## src/rtl/rss_pkg.sv

```systemverilog
// Shared package for the repeat spacing run segmenter.
// Holds field widths, register indexes, reset values and the result record.
// No dependencies.
package rss_pkg;

    localparam int COORD_BITS_DEF     = 31;
    localparam int RUN_COUNT_BITS_DEF = 16;

    localparam int ID_BITS        = 20;
    localparam int SIZE_BITS      = 16;
    localparam int CFG_DATA_BITS  = 16;
    localparam int CFG_INDEX_BITS = 8;
    localparam int OUT_DATA_BITS  = ((ID_BITS + SIZE_BITS + 7) / 8) * 8;
    localparam int OUT_USER_BITS  = 3;

    localparam logic [CFG_INDEX_BITS-1:0] REG_GAP_TOL         = CFG_INDEX_BITS'(0);
    localparam logic [CFG_INDEX_BITS-1:0] REG_MIN_FAMILY_SIZE = CFG_INDEX_BITS'(1);

    localparam logic [CFG_DATA_BITS-1:0] GAP_TOL_RST         = CFG_DATA_BITS'(20);
    localparam logic [CFG_DATA_BITS-1:0] MIN_FAMILY_SIZE_RST = CFG_DATA_BITS'(3);

    localparam logic [SIZE_BITS-1:0] SIZE_MAX = '1;

    typedef struct packed {
        logic [ID_BITS-1:0]   member_id;
        logic                 member_added;
        logic                 run_closed;
        logic                 run_kept;
        logic [SIZE_BITS-1:0] closed_run_size;
        logic                 family_done;
    } result_t;

endpackage

```

## src/rtl/repeat_spacing_run_segmenter.sv

```systemverilog
// Top level of the repeat spacing run segmenter: state, gap check and output skid stage.
// Depends on rss_pkg for widths, register indexes and the result record.
//
// Members of one family arrive on the s_ channel in ascending start order, one
// transaction each, with s_tlast marking the final member. Every member gives
// exactly one result transaction on the m_ channel: the member id and the size
// of a run that closed at it in m_tdata, and the added, closed and kept flags
// in m_tuser. m_tlast echoes the family end.
// The cfg_ channel writes the largest allowed gap difference (index 0) and the
// smallest kept run size (index 1); other indexes are ignored. cfg_ready is
// always high, and writes belong only between families while no result is outstanding.
// One member is taken in every cycle while the skid register is empty; the
// path that sets this is the gap difference (two adds, a subtract and a
// compare) feeding the result register.
// Reset clears the family state, loads 20 and 3 into the two registers and
// empties the output stages, so s_tready is high once reset is released.
// When the receiver stalls, one more result is held in a skid register; after
// that s_tready drops until the output register drains.
module repeat_spacing_run_segmenter #(
    parameter int COORD_BITS     = rss_pkg::COORD_BITS_DEF,
    parameter int RUN_COUNT_BITS = rss_pkg::RUN_COUNT_BITS_DEF
) (
    input  logic                               clk,
    input  logic                               rst_n,
    input  logic                               s_tvalid,
    output logic                               s_tready,
    // member_start, member_end, member_id, zero padding.
    input  logic [((2*COORD_BITS+rss_pkg::ID_BITS+7)/8)*8-1:0] s_tdata,
    input  logic                               s_tlast,
    output logic                               m_tvalid,
    input  logic                               m_tready,
    // out_member_id, closed_run_size, zero padding.
    output logic [rss_pkg::OUT_DATA_BITS-1:0]  m_tdata,
    // member_added, run_closed, run_kept.
    output logic [rss_pkg::OUT_USER_BITS-1:0]  m_tuser,
    output logic                               m_tlast,
    input  logic                               cfg_valid,
    output logic                               cfg_ready,
    input  logic [rss_pkg::CFG_INDEX_BITS-1:0] cfg_index,
    input  logic [rss_pkg::CFG_DATA_BITS-1:0]  cfg_data
);
    import rss_pkg::*;

    localparam int SUM_BITS = COORD_BITS + 1;
    localparam int CMP_BITS = (RUN_COUNT_BITS > SIZE_BITS) ? RUN_COUNT_BITS : SIZE_BITS;
    localparam logic [RUN_COUNT_BITS-1:0] RUN_ONE = RUN_COUNT_BITS'(1);
    localparam logic [RUN_COUNT_BITS-1:0] RUN_MAX = '1;
    localparam logic [1:0] POS_TWO = 2'd2;

    logic [CFG_DATA_BITS-1:0]  gap_tol_reg;
    logic [CFG_DATA_BITS-1:0]  min_family_size_reg;

    logic [COORD_BITS-1:0]     prev_start_reg, prev_start_next;
    logic [COORD_BITS-1:0]     prev_end_reg, prev_end_next;
    logic [COORD_BITS-1:0]     prev_prev_end_reg, prev_prev_end_next;
    logic [1:0]                position_reg, position_next;
    logic [RUN_COUNT_BITS-1:0] run_size_reg, run_size_next;

    logic                      out_valid_reg, out_valid_next;
    logic                      skid_valid_reg, skid_valid_next;
    result_t                   out_reg;
    result_t                   skid_reg;
    result_t                   result;

    logic                      accept;
    logic                      out_free;
    logic [COORD_BITS-1:0]     member_start;
    logic [COORD_BITS-1:0]     member_end;
    logic [ID_BITS-1:0]        member_id;
    logic [SUM_BITS-1:0]       sum_new;
    logic [SUM_BITS-1:0]       sum_old;
    logic [SUM_BITS-1:0]       gap_diff;
    logic                      gap_ok;
    logic                      early;
    logic                      added;
    logic                      broke;
    logic [RUN_COUNT_BITS-1:0] run_grown;
    logic [RUN_COUNT_BITS-1:0] run_after;
    logic [RUN_COUNT_BITS-1:0] closing_size;
    logic [CMP_BITS-1:0]       closing_wide;
    logic                      closed;

    assign member_start = s_tdata[COORD_BITS-1:0];
    assign member_end   = s_tdata[2*COORD_BITS-1:COORD_BITS];
    assign member_id    = s_tdata[2*COORD_BITS+ID_BITS-1:2*COORD_BITS];

    assign s_tready  = !skid_valid_reg;
    assign accept    = s_tvalid && s_tready;
    assign out_free  = !out_valid_reg || m_tready;
    assign cfg_ready = 1'b1;

    always_comb
    begin
        sum_new   = {1'b0, member_start} + {1'b0, prev_prev_end_reg};
        sum_old   = {1'b0, prev_end_reg} + {1'b0, prev_start_reg};
        gap_diff  = (sum_new > sum_old) ? (sum_new - sum_old) : (sum_old - sum_new);
        gap_ok    = gap_diff <= {{(SUM_BITS-CFG_DATA_BITS){1'b0}}, gap_tol_reg};
        early     = position_reg < POS_TWO;
        added     = early || gap_ok;
        broke     = !added;
        run_grown = (run_size_reg == RUN_MAX) ? run_size_reg : run_size_reg + RUN_ONE;
        run_after = added ? run_grown : '0;

        closed       = broke || s_tlast;
        closing_size = broke ? run_size_reg : run_after;
        closing_wide = CMP_BITS'(closing_size);

        result.member_id    = member_id;
        result.member_added = added;
        result.run_closed   = closed;
        result.run_kept     = closed
                              && (closing_wide >= CMP_BITS'(min_family_size_reg));
        if (!closed)
        begin
            result.closed_run_size = '0;
        end
        else if (closing_wide > CMP_BITS'(SIZE_MAX))
        begin
            result.closed_run_size = SIZE_MAX;
        end
        else
        begin
            result.closed_run_size = closing_wide[SIZE_BITS-1:0];
        end
        result.family_done = s_tlast;

        prev_start_next    = prev_start_reg;
        prev_end_next      = prev_end_reg;
        prev_prev_end_next = prev_prev_end_reg;
        position_next      = position_reg;
        run_size_next      = run_size_reg;
        if (accept)
        begin
            if (s_tlast)
            begin
                prev_start_next    = '0;
                prev_end_next      = '0;
                prev_prev_end_next = '0;
                position_next      = '0;
                run_size_next      = '0;
            end
            else
            begin
                prev_start_next    = member_start;
                prev_end_next      = member_end;
                prev_prev_end_next = prev_end_reg;
                position_next      = early ? position_reg + 2'd1 : position_reg;
                run_size_next      = run_after;
            end
        end
    end

    always_comb
    begin
        out_valid_next  = out_valid_reg;
        skid_valid_next = skid_valid_reg;
        if (out_free)
        begin
            out_valid_next  = skid_valid_reg || accept;
            skid_valid_next = 1'b0;
        end
        else if (accept)
        begin
            skid_valid_next = 1'b1;
        end
    end

    always_ff @(posedge clk or negedge rst_n)
    begin
        if (!rst_n)
        begin
            gap_tol_reg         <= GAP_TOL_RST;
            min_family_size_reg <= MIN_FAMILY_SIZE_RST;
            prev_start_reg      <= '0;
            prev_end_reg        <= '0;
            prev_prev_end_reg   <= '0;
            position_reg        <= '0;
            run_size_reg        <= '0;
            out_valid_reg       <= 1'b0;
            skid_valid_reg      <= 1'b0;
        end
        else
        begin
            if (cfg_valid && cfg_ready)
            begin
                if (cfg_index == REG_GAP_TOL)
                begin
                    gap_tol_reg <= cfg_data;
                end
                else if (cfg_index == REG_MIN_FAMILY_SIZE)
                begin
                    min_family_size_reg <= cfg_data;
                end
            end
            prev_start_reg    <= prev_start_next;
            prev_end_reg      <= prev_end_next;
            prev_prev_end_reg <= prev_prev_end_next;
            position_reg      <= position_next;
            run_size_reg      <= run_size_next;
            out_valid_reg     <= out_valid_next;
            skid_valid_reg    <= skid_valid_next;
        end
    end

    always_ff @(posedge clk)
    begin
        if (out_free)
        begin
            if (skid_valid_reg)
            begin
                out_reg <= skid_reg;
            end
            else if (accept)
            begin
                out_reg <= result;
            end
        end
        else if (accept)
        begin
            skid_reg <= result;
        end
    end

    assign m_tvalid = out_valid_reg;
    assign m_tdata  = {{(OUT_DATA_BITS-ID_BITS-SIZE_BITS){1'b0}},
                       out_reg.closed_run_size, out_reg.member_id};
    assign m_tuser  = {out_reg.run_kept, out_reg.run_closed, out_reg.member_added};
    assign m_tlast  = out_reg.family_done;

    a_last_closes: assert property (@(posedge clk) disable iff (!rst_n)
        m_tvalid && m_tlast |-> m_tuser[1])
        else $error("family end delivered without a closed run");

    a_kept_needs_close: assert property (@(posedge clk) disable iff (!rst_n)
        m_tvalid && m_tuser[2] |-> m_tuser[1])
        else $error("run kept without being closed");

    a_skid_behind_out: assert property (@(posedge clk) disable iff (!rst_n)
        skid_valid_reg |-> out_valid_reg)
        else $error("skid register holds a result while the output register is empty");

    a_family_clears: assert property (@(posedge clk) disable iff (!rst_n)
        accept && s_tlast |=> position_reg == '0 && run_size_reg == '0)
        else $error("family state not cleared after the last member");

endmodule

```

## config.mk

```make
export PLATFORM = sky130hd
export DESIGN_NAME = repeat_spacing_run_segmenter
export DESIGN_NICKNAME = d
export VERILOG_FILES = /design/src/rtl/rss_pkg.sv /design/src/rtl/repeat_spacing_run_segmenter.sv
export SDC_FILE = /design/constraint.sdc
export NUM_CORES = 1
export LEC_CHECK = 0
export ABC_AREA = 0
export BUFFER_PORTS_ARGS = -buffer_cell sky130_fd_sc_hd__buf_2
export CORE_UTILIZATION = 55
export CTS_CLUSTER_DIAMETER = 150
export DETAILED_ROUTE_END_ITERATION = 12
export PLACE_DENSITY_LB_ADDON = 0.08
export RECOVER_POWER = 25
export SLEW_MARGIN = 25
export SYNTH_ARGS = -nofsm -noshare
export SYNTH_HDL_FRONTEND = slang
export SYNTH_SLANG_ARGS = --single-unit
```

## constraint.sdc

```tcl
create_clock -name clk -period 11.2 [get_ports clk]
set_input_delay 1.68 -clock clk [delete_from_list [all_inputs] [get_ports clk]]
set_output_delay 1.68 -clock clk [all_outputs]
set_load 0.02 [all_outputs]
```

# Word level (Yosys, flattened, before mapping)
# Index checks and enable logic that the tools add are counted.
# totals
ff_bits	225
input_bits	118
word_cells	70
# classes
addsub	6
order_cmp	5
n_eq_ne	2
n_mux	16
n_bitwise	2
reduce_logical	18
# op_table
cell	n
$mux W16	6
$mux W31	3
$mux W40	2
$add A31 B31 Y32	2
$sub A32 B32 Y32	2
$gt A32 B32 Y1	1
$le A32 B16 Y1	1
$mux W32	1
$add A16 B1 Y16 const B	1
$eq A16 B16 Y1 const B	1
$ge A16 B16 Y1	1
$gt A16 B16 Y1 const B	1
$eq A8 B1 Y1 const B	1
$logic_not A8 Y1	1
$reduce_and A2 Y1	4
$reduce_bool A2 Y1	3
$logic_or A1 B1 Y1	4
$mux W2	2
$logic_not A1 Y1	3
$reduce_and A3 Y1	1
$add A2 B1 Y2 const B	1
$logic_and A1 B1 Y1	2
$lt A2 B2 Y1 const B	1
$mux W1	2
$not A1 Y1	2

# Logic depth before layout (Yosys ltp)
# Gate-level depths: netlist of run 1.
# logic_depth
ltp_word	12
ltp_mapped	57

# Least setup slack after synthesis of run 1
# OpenSTA, ideal clock, no wires.
# synth_timing
path_kind	input to register
start	input s_tdata[1] (netlist name)
end	register out_reg (netlist bit m_tuser[2]), data pin
arrival_ps	11153
t_required_ps	10931
setup_slack_ps	-221
stages	53
n_path_buf	4
cell_sequence	ha_1 -> a21o_1 -> a21oi_1 -> o21ai_0 -> a21oi_1 -> o21ai_0 -> a21o_1 -> a211oi_1 -> o21ai_0 -> a21oi_1 -> o21bai_1 -> a21oi_1 -> xor2_1 -> ha_1 -> buf_2 -> nand4_1 -> or3_1 -> o32ai_1 -> [17 not listed] -> or4_1 -> o31a_1 -> buf_6 -> nor2_1 -> xnor2_1 -> ha_1 -> nand2b_1 -> a21o_1 -> a21o_1 -> a21oi_1 -> nor2b_1 -> o21ai_0 -> nand2b_1 -> a21o_1 -> a21oi_1 -> o21ai_0 -> a221oi_1 -> o31ai_1
# synth_via
elab_chain_cells	11
# synth_lines
item	line_no	text
start: declaration	repeat_spacing_run_segmenter.sv:28	input logic [((2*COORD_BITS+rss_pkg::ID_BITS+7)/8)*8-1:0] s_tdata,
$add A31 B31 Y32 (*)	repeat_spacing_run_segmenter.sv:94	sum_new = {1'b0, member_start} + {1'b0, prev_prev_end_reg};
$sub A32 B32 Y32 / $gt A32 B32 Y1 (equally long branches)	repeat_spacing_run_segmenter.sv:96	gap_diff = (sum_new > sum_old) ? (sum_new - sum_old) : (sum_old - sum_new);
$mux W32 (*)	repeat_spacing_run_segmenter.sv:96	
$le A32 B16 Y1 (*)	repeat_spacing_run_segmenter.sv:97	gap_ok = gap_diff <= {{(SUM_BITS-CFG_DATA_BITS){1'b0}}, gap_tol_reg};
$logic_or A1 B1 Y1 (*)	repeat_spacing_run_segmenter.sv:99	added = early || gap_ok;
$mux W16	repeat_spacing_run_segmenter.sv:102	run_after = added ? run_grown : '0;
$mux W16	repeat_spacing_run_segmenter.sv:105	closing_size = broke ? run_size_reg : run_after;
$ge A16 B16 Y1	repeat_spacing_run_segmenter.sv:112	&& (closing_wide >= CMP_BITS'(min_family_size_reg));
$logic_and A1 B1 Y1 (*)	repeat_spacing_run_segmenter.sv:112	
$mux W40 (*)	repeat_spacing_run_segmenter.sv:213	else if (accept)
$mux W40 (*)	repeat_spacing_run_segmenter.sv:209	if (skid_valid_reg)
end signal: assignment	repeat_spacing_run_segmenter.sv:211	out_reg <= skid_reg;
end signal: assignment	repeat_spacing_run_segmenter.sv:215	out_reg <= result;
end: declaration	repeat_spacing_run_segmenter.sv:61	result_t out_reg;
# Mark *: on every way between the ends. The rest lies on a longest branch, timed or not. The select of a mux whose other input is x is not followed.
# A chain may end at the register's enable or synchronous reset.

# Worst setup path in the final report of run 1
# Same ends and word-level chain as after synthesis.

==> summary.md, run 1 <==
| Metric | Value |
|---|---|
| Average size of a mapped cell | `8.62 um^2` |
| Vias per std cell | `5.61` |
| Violated checks | `max-capacitance violations, max-slew violations` |
| Hold Vio Cnt, Final | `0` |
| Max-slew headroom | `-1.60` |
| Top_reg_cell synth | `dfrtp_1` |
| Footprint of the multi-input gates | `0.00984 mm^2` |
| CP endpoint kind | `flop` |
| Routed via count | `14632` |
| Gate count of the mapped netlist | `1936` |
| Latest clock arrival within the worst-skew pair | `0.54 ns` |
| Max Freq | `0.0937 GHz` |
| Initial core utilization | `0.562` |
| Measured slew at the worst slew-check pin | `3.90 ns` |
| Number of max-cap violations | `2` |
| Core area | `0.0297 mm^2` |
| Leakage | `0.00940 uW` |
| Crit path max-delay family | `compound AO/OA/AOI/OAI gates` |
| Critical path required time | `11.47 ns` |
| H-tree depth | `1` |
| Finished Core Util | `0.668` |
| Fill count | `2555` |
| Chip Height | `176 um` |
| Nets | `2480` |
| Register area | `0.00604 mm^2` |
| Cell mode on critical path | `a21o_1` |
| Worst VDD drop | `0.144 mV` |
| Vias in the first global route | `14052` |
| Worst hold start | `prev_prev_end_reg[14]` |
| Die Area | `0.0311 mm^2` |
| Grt total ovfl | `0` |
| Skew final | `0.0131 ns` |
| Gr usage total | `0.278` |
| Fin. max-slew vios | `92` |
| Clock Path Buffers | `3` |
| Hold endpoint | `prev_prev_end_reg[14]` |
| Clock root buffer | `clkbuf_16` |
| Crit-path max cell delay | `0.56 ns` |
| Post-Route WL | `43200 um` |
| # clock sinks | `225` |
| Area delta synth->final | `18.8%` |
| Global-route wire length before repair | `69900 um` |
| Post-synth EDFFs | `80` |
| Post-route minimum period | `10.67 ns` |
| Synth warn | `0` |
| N_diodes | `0` |
| Critical path class | `in -> reg` |
| Post-CTS Hold Buffers | `0` |
| Sequential element share of the synthesized area | `0.362` |
| Power per cell area | `209 mW/mm^2` |
| Clk slew on worst S/H paths | `0.06 ns` |
| Buf/Inv on CP | `4` |
| Share of cells above drive strength 1 | `0.210` |
| Crit-path slowest cell | `or4_1` |
| Status | `finished, violations left` |
| Worst setup SP type | `primary input` |
| Worst r2r src | `prev_start_reg[1]` |
| Pin count of the biggest net entering global routing | `119` |
| Reg2Reg Depth | `49` |
| Fin cells | `2610` |
| Netlist cell types | `85` |
| Post-synth ARST share | `0.644` |
| Synthesized cell area | `0.0167 mm^2` |
| Final setup fails | `0` |
| Iter 0 DRT Violations | `963` |
| Min-Delay Path Class | `reg -> reg` |
| DR WL/cell | `16.6 um` |
| Total CTS buffers | `26` |
| Placed cells | `2552` |
| Data arrival, critical path | `10.94 ns` |
| Worst-path fanout max | `5` |
| Unrepaired setup endpoints after global routing | `false` |
| FP Rows | `63` |
| Fin Hold WS | `0.481 ns` |
| Largest register FFs | `40` |
| Tcrit/Tclk final | `0.953` |
| Initial antenna violation count | `0` |
| Initial DRT Pass Iterations | `7` |
| Top Ports | `165` |
| GP Congestion | `0.940` |
| Routed Antenna Nets | `0` |
| #FFs+latches synth | `225` |
| Detail Placement HPWL | `32500 um` |
| Chip Width | `176 um` |
| CTS tree | `done` |
| Port buffer count | `153` |
| Hold path depth | `2` |
| Reg-to-Reg End | `m_tuser[2]` |
| DRC violations left | `0` |
| Flop-to-flop setup slack | `0.59 ns` |
## synthesized netlist by cell type (all sizes together) (15+ instances only)
| master | number | area share |
|---|---|---|
| a211oi | 21 | 0.010 |
| a21o | 61 | 0.027 |
| a21oi | 151 | 0.046 |
| a31oi | 22 | 0.0082 |
| and3 | 15 | 0.0056 |
| buf | 32 | 0.014 |
| clkbuf | 65 | 0.015 |
| dfrtp | 141 | 0.21 |
| edfxtp | 80 | 0.14 |
| ha | 158 | 0.12 |
| inv | 142 | 0.032 |
| mux2 | 41 | 0.028 |
| nand2 | 318 | 0.071 |
| nand3 | 30 | 0.0090 |
| nand4 | 22 | 0.0086 |
| nor2 | 85 | 0.020 |
| nor3 | 31 | 0.0093 |
| o21ai | 195 | 0.059 |
| o22ai | 20 | 0.0075 |
| xnor2 | 58 | 0.030 |
| xor2 | 36 | 0.019 |
## worst reg2reg max path: cells and delay by family, from the launching register on
| kind | cells | cell delay (ns) |
|---|---|---|
| AOI/OAI and AO/OA | 29 | 6.30 |
| DFF | 1 | 0.39 |
| and+or+nand+nor | 9 | 1.29 |
| buffers and inverters | 5 | 0.84 |
| adders and majority gates | 4 | 1.19 |
| xor gates and xnor gates | 2 | 0.32 |
## cell type report
cell class	instances	share of cell area
Multi-Input combinational cell	1473	0.496
Sequential cell	225	0.304
Timing Repair Buffer	330	0.107
Clock buffer	37	0.0375
Inverter	144	0.0276
Tap cell	390	0.0246
Clock inverter	11	0.00315
## power breakdown
group / total [uW] / leakage, uW / internal, uW / switching (uW)
sequential: 1030 / 0.00262 / 957 / 69.7
clock: 807 / 0.000388 / 461 / 346
combinational: 2320 / 0.00638 / 1010 / 1310
## logic make-up after synthesis
logic type	count (synthesis)	synth area share
compound gates	588	0.217
xor+xnor	94	0.0493
fa+ha+maj	162	0.123
buf+inv	241	0.0615
flops	225	0.362
mux	52	0.0343
other cells	2	0.000450
simple gates	572	0.153
## how the worst max path moves through the flow
stage	to	cells after the start	from
after global routing	m_tuser[2]	53	s_tdata[0]
final	m_tuser[2]	52	s_tdata[1]
after floorplan	m_tuser[2]	53	s_tdata[1]
after global placement	m_tuser[2]	52	s_tdata[0]
after detailed placement	m_tuser[2]	52	s_tdata[0]
after CTS	m_tuser[2]	53	s_tdata[0]
## metal layers
layer | vias up | part of all wire | global-route usage
met4 | 0 | 0.025 | 0.0725
met1 | 6804 | 0.45 | 0.366
met3 | 75 | 0.042 | 0.0282
met5 | - | 0 | 0
li1 | 7401 | - | -
met2 | 352 | 0.48 | 0.484
## through the flow
| stage | worst slack, ns | cell area (um^2) | setup TNS [ns] | power (uW) |
|---|---|---|---|---|
| 2_1_floorplan | 0.0430 | 16700 | 0 | 2530 |
| 3_3_place_gp | -0.672 | 18800 | -1.29 | 3210 |
| 3_5_place_dp | -0.853 | 18800 | -1.66 | 3250 |
| 4_1_cts | 0.0120 | 19700 | 0 | 4080 |
| 5_1_grt | 0.00409 | 19800 | 0 | 4460 |
| 6_report | 0.528 | 19800 | 0 | 4160 |
## layout by cell type, fill, tap and decap left out, drive strengths merged, types with 8 or more instances in the layout
cell type / n
a211oi: 21
a21o: 61
a21oi: 151
a31o: 10
a31oi: 22
and2: 8
and3: 15
and4: 8
buf: 321
clkbuf: 46
clkinv: 10
dfrtp: 141
edfxtp: 80
ha: 158
inv: 142
mux2: 41
mux2i: 11
nand2: 318
nand2b: 13
nand3: 30
nand4: 22
nor2: 85
nor2b: 13
nor3: 31
o211ai: 13
o21a: 12
o21ai: 195
o21bai: 12
o22ai: 20
o31ai: 11
or2: 8
xnor2: 58
xor2: 36
## repair_timing
item	in CTS	in global routing
endpoints found under the hold margin	0	0
setup buffers	0	10
pin swaps	7	37
resized for setup	12	37
endpoints found under the setup margin	2	2
No activity file was read; power rests on OpenSTA's default activity.
==> run 2: changes to the inputs <==
--- a/config.mk
+++ b/config.mk
@@ -7,11 +7,14 @@
 export LEC_CHECK = 0
 export ABC_AREA = 0
 export BUFFER_PORTS_ARGS = -buffer_cell sky130_fd_sc_hd__buf_2
+export CORE_ASPECT_RATIO = 0.6
+export CORE_MARGIN = 4
 export CORE_UTILIZATION = 55
 export CTS_CLUSTER_DIAMETER = 150
 export DETAILED_ROUTE_END_ITERATION = 12
 export PLACE_DENSITY_LB_ADDON = 0.08
 export RECOVER_POWER = 25
+export REMOVE_ABC_BUFFERS = 1
 export SLEW_MARGIN = 25
 export SYNTH_ARGS = -nofsm -noshare
 export SYNTH_HDL_FRONTEND = slang
==> run 2 against run 1 <==
Against the previous run:
- the run still ends with max-capacitance violations, max-slew violations left
- via count increased by 3.7%
- sequential cell count unchanged
- worst hold slack improved by 0.0024 ns
- fmax decreased by 1.0%
- first-iteration DRC count increased by 36%
- register-to-register slack about the same
- critical path type unchanged
- critical endpoint unchanged
==> summary.md, run 2 (same netlist as run 1, synthesis figures left out) <==
| Metric | Value |
|---|---|
| Max-slew headroom | `-1.96 (-0.363)` |
| Worst VDD drop | `0.178 mV (+24%)` |
| Final worst setup slack | `0.419 ns (-0.109 ns)` |
| Latest clock arrival within the worst-skew pair | `0.53 ns (about the same)` |
| Fin. max-slew vios | `81 (-12%)` |
| Worst slack, placed | `-1.11 ns (-0.257 ns)` |
| Leakage | `0.00950 uW (+1.1%)` |
| DR WL/cell | `18.0 um (+8.5%)` |
| N_diodes | `0 (unchanged)` |
| H-tree depth | `1 (unchanged)` |
| Routed via count | `15171 (+3.7%)` |
| Chip Width | `233 um (+32%)` |
| Post-Route WL | `47400 um (+9.8%)` |
| Crit-path slowest cell | `or4_1` |
| Tcrit/Tclk final | `0.963 (+0.00973)` |
| Commonest non-fill, non-tap cell in the layout | `nand2_1` |
| Iter 0 DRT Violations | `1312 (+36%)` |
| Detail Placement HPWL | `36500 um (+12%)` |
| Measured slew at the worst slew-check pin | `4.44 ns (+0.544 ns)` |
| Data arrival, critical path | `11.04 ns (+0.10 ns)` |
| Worst hold start | `prev_prev_end_reg[25]` |
| Final TNS setup | `0 ns (unchanged)` |
| CTS tree | `done` |
| Initial core utilization | `0.558 (-0.00378)` |
| Initial antenna violation count | `0 (unchanged)` |
| Fin Hold WS | `0.483 ns (+0.00238 ns)` |
| Vias in the first global route | `14176 (+0.88%)` |
| Min-Delay Path Class | `reg -> reg` |
| Worst r2r src | `prev_start_reg[1]` |
| Finished Core Util | `0.669 (+0.00174)` |
| Final setup fails | `0 (unchanged)` |
| Hold endpoint | `prev_prev_end_reg[25]` |
| Hold Vio Cnt, Final | `0 (unchanged)` |
| Total CTS buffers | `23 (-12%)` |
| GP Congestion | `0.934 (-0.67%)` |
| Chip Height | `143 um (-19%)` |
| Clk slew on worst S/H paths | `0.06 ns (about the same)` |
| Hold path depth | `2 (unchanged)` |
| Skew final | `0.0206 ns (+0.00751 ns)` |
| Initial DRT Pass Iterations | `6 (-1)` |
| Vias per std cell | `5.74 (+2.5%)` |
| Flop-to-flop setup slack | `0.59 ns (about the same)` |
| Fin cells | `2641 (+1.2%)` |
| Post-CTS Hold Buffers | `0 (unchanged)` |
| Number of max-cap violations | `1 (-1)` |
| DRC violations left | `0 (unchanged)` |
| Port buffer count | `153 (unchanged)` |
| Largest register FFs | `40 (unchanged)` |
| Cell mode on critical path | `a21o_1` |
| Area delta synth->final | `20.0%` |
| Top Ports | `165 (unchanged)` |
| Most frequent cells in the layout | `nand2_1, buf_4, o21ai_0` |
| Pin count of the biggest net entering global routing | `115 (-3.4%)` |
| Clock Path Buffers | `3 (unchanged)` |
| Grt total ovfl | `0 (unchanged)` |
| Violated checks | `max-capacitance violations, max-slew violations` |
| Reg2Reg Depth | `52 (+6.1%)` |
| Placed cells | `2592 (+1.6%)` |
| Global-route wire length before repair | `75400 um (+7.9%)` |
| Power per cell area | `213 mW/mm^2 (+1.7%)` |
| Worst setup SP type | `primary input` |
| Nets | `2497 (+0.69%)` |
| Reg-to-Reg End | `m_tuser[2]` |
| # clock sinks | `225 (unchanged)` |
| Status | `finished, violations left` |
| FP Rows | `49 (-22%)` |
| Share of cells above drive strength 1 | `0.223 (+0.0127)` |
| Critical path class | `in -> reg` |
| Core area | `0.0299 mm^2 (+0.68%)` |
| CP endpoint kind | `flop` |
| Gr usage total | `0.278 (+0.000757)` |
| Max Freq | `0.0928 GHz (-1.0%)` |
| Fill count | `2596 (+1.6%)` |
| Clock root buffer | `clkbuf_16` |
| Die Area | `0.0333 mm^2 (+7.2%)` |
| Critical path origin | `s_tdata[8]` |
| Post-route minimum period | `10.78 ns (+0.109 ns)` |
| Crit-path max cell delay | `0.56 ns (about the same)` |
| Routed Antenna Nets | `0 (unchanged)` |
| Worst-path fanout max | `8 (+3)` |
| Critical path required time | `11.46 ns (about the same)` |
==> run 2: changes by cell type in the layout (fill, tap and decap cells not counted), moves of 3 or more <==
| cell | before | now |
|---|---|---|
| clkbuf_16 | 27 | 23 |
| a21oi_1 | 141 | 137 |
| ha_1 | 155 | 158 |
| buf_4 | 171 | 194 |
| o21ai_2 | 2 | 7 |
| o21ai_0 | 180 | 177 |
| buf_2 | 144 | 141 |
| clkinv_1 | 4 | 1 |
==> run 2: where the power goes <==
| group | switching [uW] | total, uW | internal [uW] |
|---|---|---|---|
| Combinational | 1400 | 2450 | 1050 |
| Clock | 339 | 790 | 451 |
| Sequential | 72.2 | 1030 | 956 |
==> run 2: layout make-up <==
type | count | area, um^2 | share of cell area
multi-input cells | 1473 | 9910 | 0.495
flip-flops and latches | 225 | 6040 | 0.302
repair buffers | 350 | 2260 | 0.113
clock buffers | 30 | 642 | 0.0321
inverters | 144 | 547 | 0.0273
well taps | 408 | 510 | 0.0255
clock inverters | 11 | 115 | 0.00575
==> run 2: per-layer routing <==
layer,part of all wire,track usage
met3,0.076,0.0502
met5,0,0
met2,0.40,0.384
met4,0.015,0.0452
met1,0.51,0.455
==> run 2: per-stage QoR <==
stage	total power [uW]	area [um^2]
final	4270	20000
after CTS	4170	19800
after global routing	4550	20000
after floorplan	2460	16200
after global placement	3310	19000
after detailed placement	3340	19000
==> run 2: worst max path at each step <==
stage                      end  slack [ns]
finish              m_tuser[2]        0.42
detailed placement  m_tuser[2]       -1.11
global placement    m_tuser[2]       -0.90
CTS                 m_tuser[2]        0.02
floorplan           m_tuser[2]       -0.33
global route        m_tuser[2]       -0.06
==> run 2: worst max-delay path: cells and delay by family <==
kind,cells,cell delay [ns]
AOI/OAI and AO/OA,30,5.36
xor gates and xnor gates,2,0.28
adders and majority gates,4,1.18
buffers and inverters,4,0.65
and+or+nand+nor,9,1.83
==> run 2: repair_timing <==
| action | CTS | global route |
|---|---|---|
| pin swaps | 11 | 32 |
| setup buffers | 2 | 6 |
| gates resized for setup | 24 | 41 |
| endpoints found under the setup margin | 2 | 2 |
==> run 3: changes to the inputs <==
--- a/config.mk
+++ b/config.mk
@@ -13,7 +13,7 @@
 export CTS_CLUSTER_DIAMETER = 150
 export DETAILED_ROUTE_END_ITERATION = 12
 export PLACE_DENSITY_LB_ADDON = 0.08
-export RECOVER_POWER = 25
+export RECOVER_POWER = 50
 export REMOVE_ABC_BUFFERS = 1
 export SLEW_MARGIN = 25
 export SYNTH_ARGS = -nofsm -noshare
==> constraint.sdc (replaced) <==
create_clock -name clk -period 11.2 [get_ports clk]
set_input_delay 3.36 -clock clk [delete_from_list [all_inputs] [get_ports clk]]
set_output_delay 3.36 -clock clk [all_outputs]
set_load 0.02 [all_outputs]
==> run 3 against run 2 <==
Against the previous run:
- largest power group unchanged
- the run ends with max-capacitance violations, max-slew violations, negative setup slack left
- routed wire length increased by 4.2%
- clock skew decreased by 0.0066 ns
- die area unchanged
- register-to-register slack got worse by 0.32 ns
- total power increased by 7.5%
- combinational power increased by 12%
- worst setup slack got worse by 1.6 ns
- non-clock buffer count increased by 146
- worst hold slack improved by 0.0068 ns
- sequential share of layout area decreased by 1.8 points
==> summary.md, run 3 (same netlist as run 1, synthesis figures left out) <==
| Metric | Value |
|---|---|
| Status | `finished, violations left` |
| Violated checks | `max-capacitance violations, max-slew violations, negative setup slack` |
| Chip Width | `233 um (unchanged)` |
| CTS tree | `done` |
| DRC violations left | `0 (unchanged)` |
| Fin. max-slew vios | `279 (+240%)` |
| Leakage | `0.0101 uW (+6.5%)` |
| Worst hold start | `prev_prev_end_reg[25]` |
| Clk slew on worst S/H paths | `0.07 ns (about the same)` |
| Crit path max-delay family | `compound AO/OA/AOI/OAI gates` |
| Seq pwr share | `0.225 (-0.016)` |
| Global-route wire length before repair | `78600 um (+4.3%)` |
| Die Area | `0.0333 mm^2 (unchanged)` |
| Comb pwr share | `0.601 (+0.027)` |
| Hold path depth | `2 (unchanged)` |
| Initial antenna violation count | `0 (unchanged)` |
| Vias in the first global route | `15067 (+6.3%)` |
| Unrepaired setup endpoints after global routing | `true` |
| Total CTS buffers | `23 (unchanged)` |
| Routed Antenna Nets | `0 (unchanged)` |
| Nets | `2643 (+5.8%)` |
| Crit-path max cell delay | `0.53 ns (-0.03 ns)` |
| Max Freq | `0.0808 GHz (-13%)` |
| Measured slew at the worst slew-check pin | `4.83 ns (+0.389 ns)` |
| Worst setup SP type | `primary input` |
| Min-Delay Path Class | `reg -> reg` |
| Clock Path Buffers | `3 (unchanged)` |
| Critical path required time | `11.45 ns (about the same)` |
| DR WL/cell | `17.7 um (-1.3%)` |
| Pin count of the biggest net entering global routing | `109 (-5.2%)` |
| H-tree depth | `1 (unchanged)` |
| Max-slew headroom | `-2.22 (-0.259)` |
| Skew final | `0.0140 ns (-0.00662 ns)` |
| Worst VDD drop | `0.123 mV (-31%)` |
| Initial DRT Pass Iterations | `5 (-1)` |
| Crit-path slowest cell | `or4_1` |
| Hold endpoint | `prev_prev_end_reg[25]` |
| Clock root buffer | `clkbuf_16` |
| FP Rows | `49 (unchanged)` |
| Clock group share of total power | `0.174 (-0.011)` |
| Hold Vio Cnt, Final | `0 (unchanged)` |
| # clock sinks | `225 (unchanged)` |
| Fin cells | `2788 (+5.6%)` |
| Number of max-cap violations | `4 (+3)` |
| Flop-to-flop setup slack | `0.27 ns (-0.32 ns)` |
| Chip Height | `143 um (unchanged)` |
| Commonest non-fill, non-tap cell in the layout | `buf_4` |
| Final worst setup slack | `-1.18 ns (-1.60 ns)` |
| Post-route minimum period | `12.38 ns (+1.60 ns)` |
| Area delta synth->final | `27.5%` |
| Placed cells | `2718 (+4.9%)` |
| Core area | `0.0299 mm^2 (unchanged)` |
| Final setup fails | `2 (+2)` |
| Finished Core Util | `0.711 (+0.0420)` |
| Net Switching | `1880 uW (+3.8%)` |
| CP endpoint kind | `flop` |
| Int Power | `2710 uW (+10%)` |
| Gr usage total | `0.290 (+0.0119)` |
| Detail Placement HPWL | `37200 um (+2.0%)` |
| Routed via count | `15693 (+3.4%)` |
| Post-CTS Hold Buffers | `0 (unchanged)` |
| Switching portion of total power | `0.410 (-0.0146)` |
| Latest clock arrival within the worst-skew pair | `0.53 ns (about the same)` |
| Vias per std cell | `5.63 (-2.0%)` |
| Critical path class | `in -> reg` |
| Initial core utilization | `0.558 (unchanged)` |
| Largest register FFs | `40 (unchanged)` |
| Reg-to-Reg End | `m_tuser[2]` |
| Fill count | `2453 (-5.5%)` |
| Worst r2r src | `prev_start_reg[1]` |
| Data arrival, critical path | `12.63 ns (+1.59 ns)` |
| Buf/Inv on CP | `4 (unchanged)` |
| Share of cells above drive strength 1 | `0.262 (+0.0393)` |
| Most frequent cells in the layout | `buf_4, nand2_1, o21ai_0` |
| Power per cell area | `216 mW/mm^2 (+1.2%)` |
| Grt total ovfl | `0 (unchanged)` |
| GP Congestion | `0.933 (about the same)` |
| Tcrit/Tclk final | `1.11 (+0.143)` |
| Top Ports | `165 (unchanged)` |
| Worst-path fanout max | `5 (-3)` |
| Post-Route WL | `49400 um (+4.2%)` |
| Reg2Reg Depth | `50 (-3.8%)` |
| Iter 0 DRT Violations | `1211 (-7.7%)` |
| Port buffer count | `153 (unchanged)` |
[run 3: cell count changes in the layout (fill, tap and decap cells not counted), moves of 3 or more]
cell	change
a211oi_1	-3
buf_2	-29
buf_4	+137
buf_6	+3
clkbuf_1	+34
clkinv_1	+4
clkinv_2	-5
ha_1	-5
ha_4	+5
o21ai_1	-3
o21ai_4	+3
[run 3: per-layer routing]
layer	wire length [um]	global-route usage	vias up	part of all wire
met5	0	0	-	0
met4	867	0.0525	0	0.018
met3	3900	0.0596	62	0.079
met2	20300	0.420	533	0.41
met1	24400	0.452	7394	0.49
li1	-	-	7704	-
[run 3: per-stage QoR]
step,instance area (um^2),worst slack (ns),power (uW),TNS (ns),hold slack (ns)
6_report,21300,-1.18,4590,-2.29,0.490
5_1_grt,21300,-1.53,4900,-3.60,0.516
4_1_cts,21100,-1.04,4510,-2.00,0.492
3_5_place_dp,19900,-3.09,3560,-66.22,0.476
3_3_place_gp,19900,-2.73,3520,-53.61,0.466
2_1_floorplan,16200,-2.01,2460,-10.08,0.454
[run 3: cell type report]
class,instances,area (um^2),share of cell area
antenna,1,2.50,0.000118
multi-input combinational,1473,10100,0.474
clock inverter,11,131,0.00617
timing repair buffer,496,3350,0.157
tap,408,510,0.0240
clock buffer,30,622,0.0292
inverter,144,547,0.0257
sequential,225,6040,0.284
[run 3: what timing repair did]
item                                   in CTS  in global routing
buffers inserted                           25                  7
setup endpoints to repair                  54                 48
endpoints found under the hold margin       0                  0
pin swaps                                  66                 61
resized for setup                          65                 43
[run 3: power groups by stage]
stage / clock (uW) / sequential, uW / combinational, uW
3_3_place_gp: 0 / 1040 / 2480
2_1_floorplan: 0 / 1050 / 1410
5_1_grt: 847 / 1040 / 3010
4_1_cts: 810 / 1030 / 2680
3_5_place_dp: 0 / 1040 / 2520
6_report: 799 / 1030 / 2750
[run 3: worst max path at each step]
stage / startpoint / end / slack [ns] / cells after the start
after floorplan: s_tdata[1] / m_tuser[2] / -2.01 / 49
after global placement: s_tdata[0] / m_tuser[2] / -2.73 / 54
after detailed placement: s_tdata[0] / m_tuser[2] / -3.09 / 54
after CTS: s_tdata[0] / m_tuser[2] / -1.04 / 53
after global routing: s_tdata[1] / m_tuser[2] / -1.53 / 51
final: s_tdata[0] / m_tuser[2] / -1.18 / 53
[run 3: worst reg2reg max path, delay by kind of cell, from the launching register on]
family / cells / cell delay, ns
compound gates: 32 / 6.54
xor+xnor: 3 / 0.47
fa+ha+maj: 4 / 1.21
buf+inv: 1 / 0.16
flops: 1 / 0.38
simple gates: 10 / 1.93
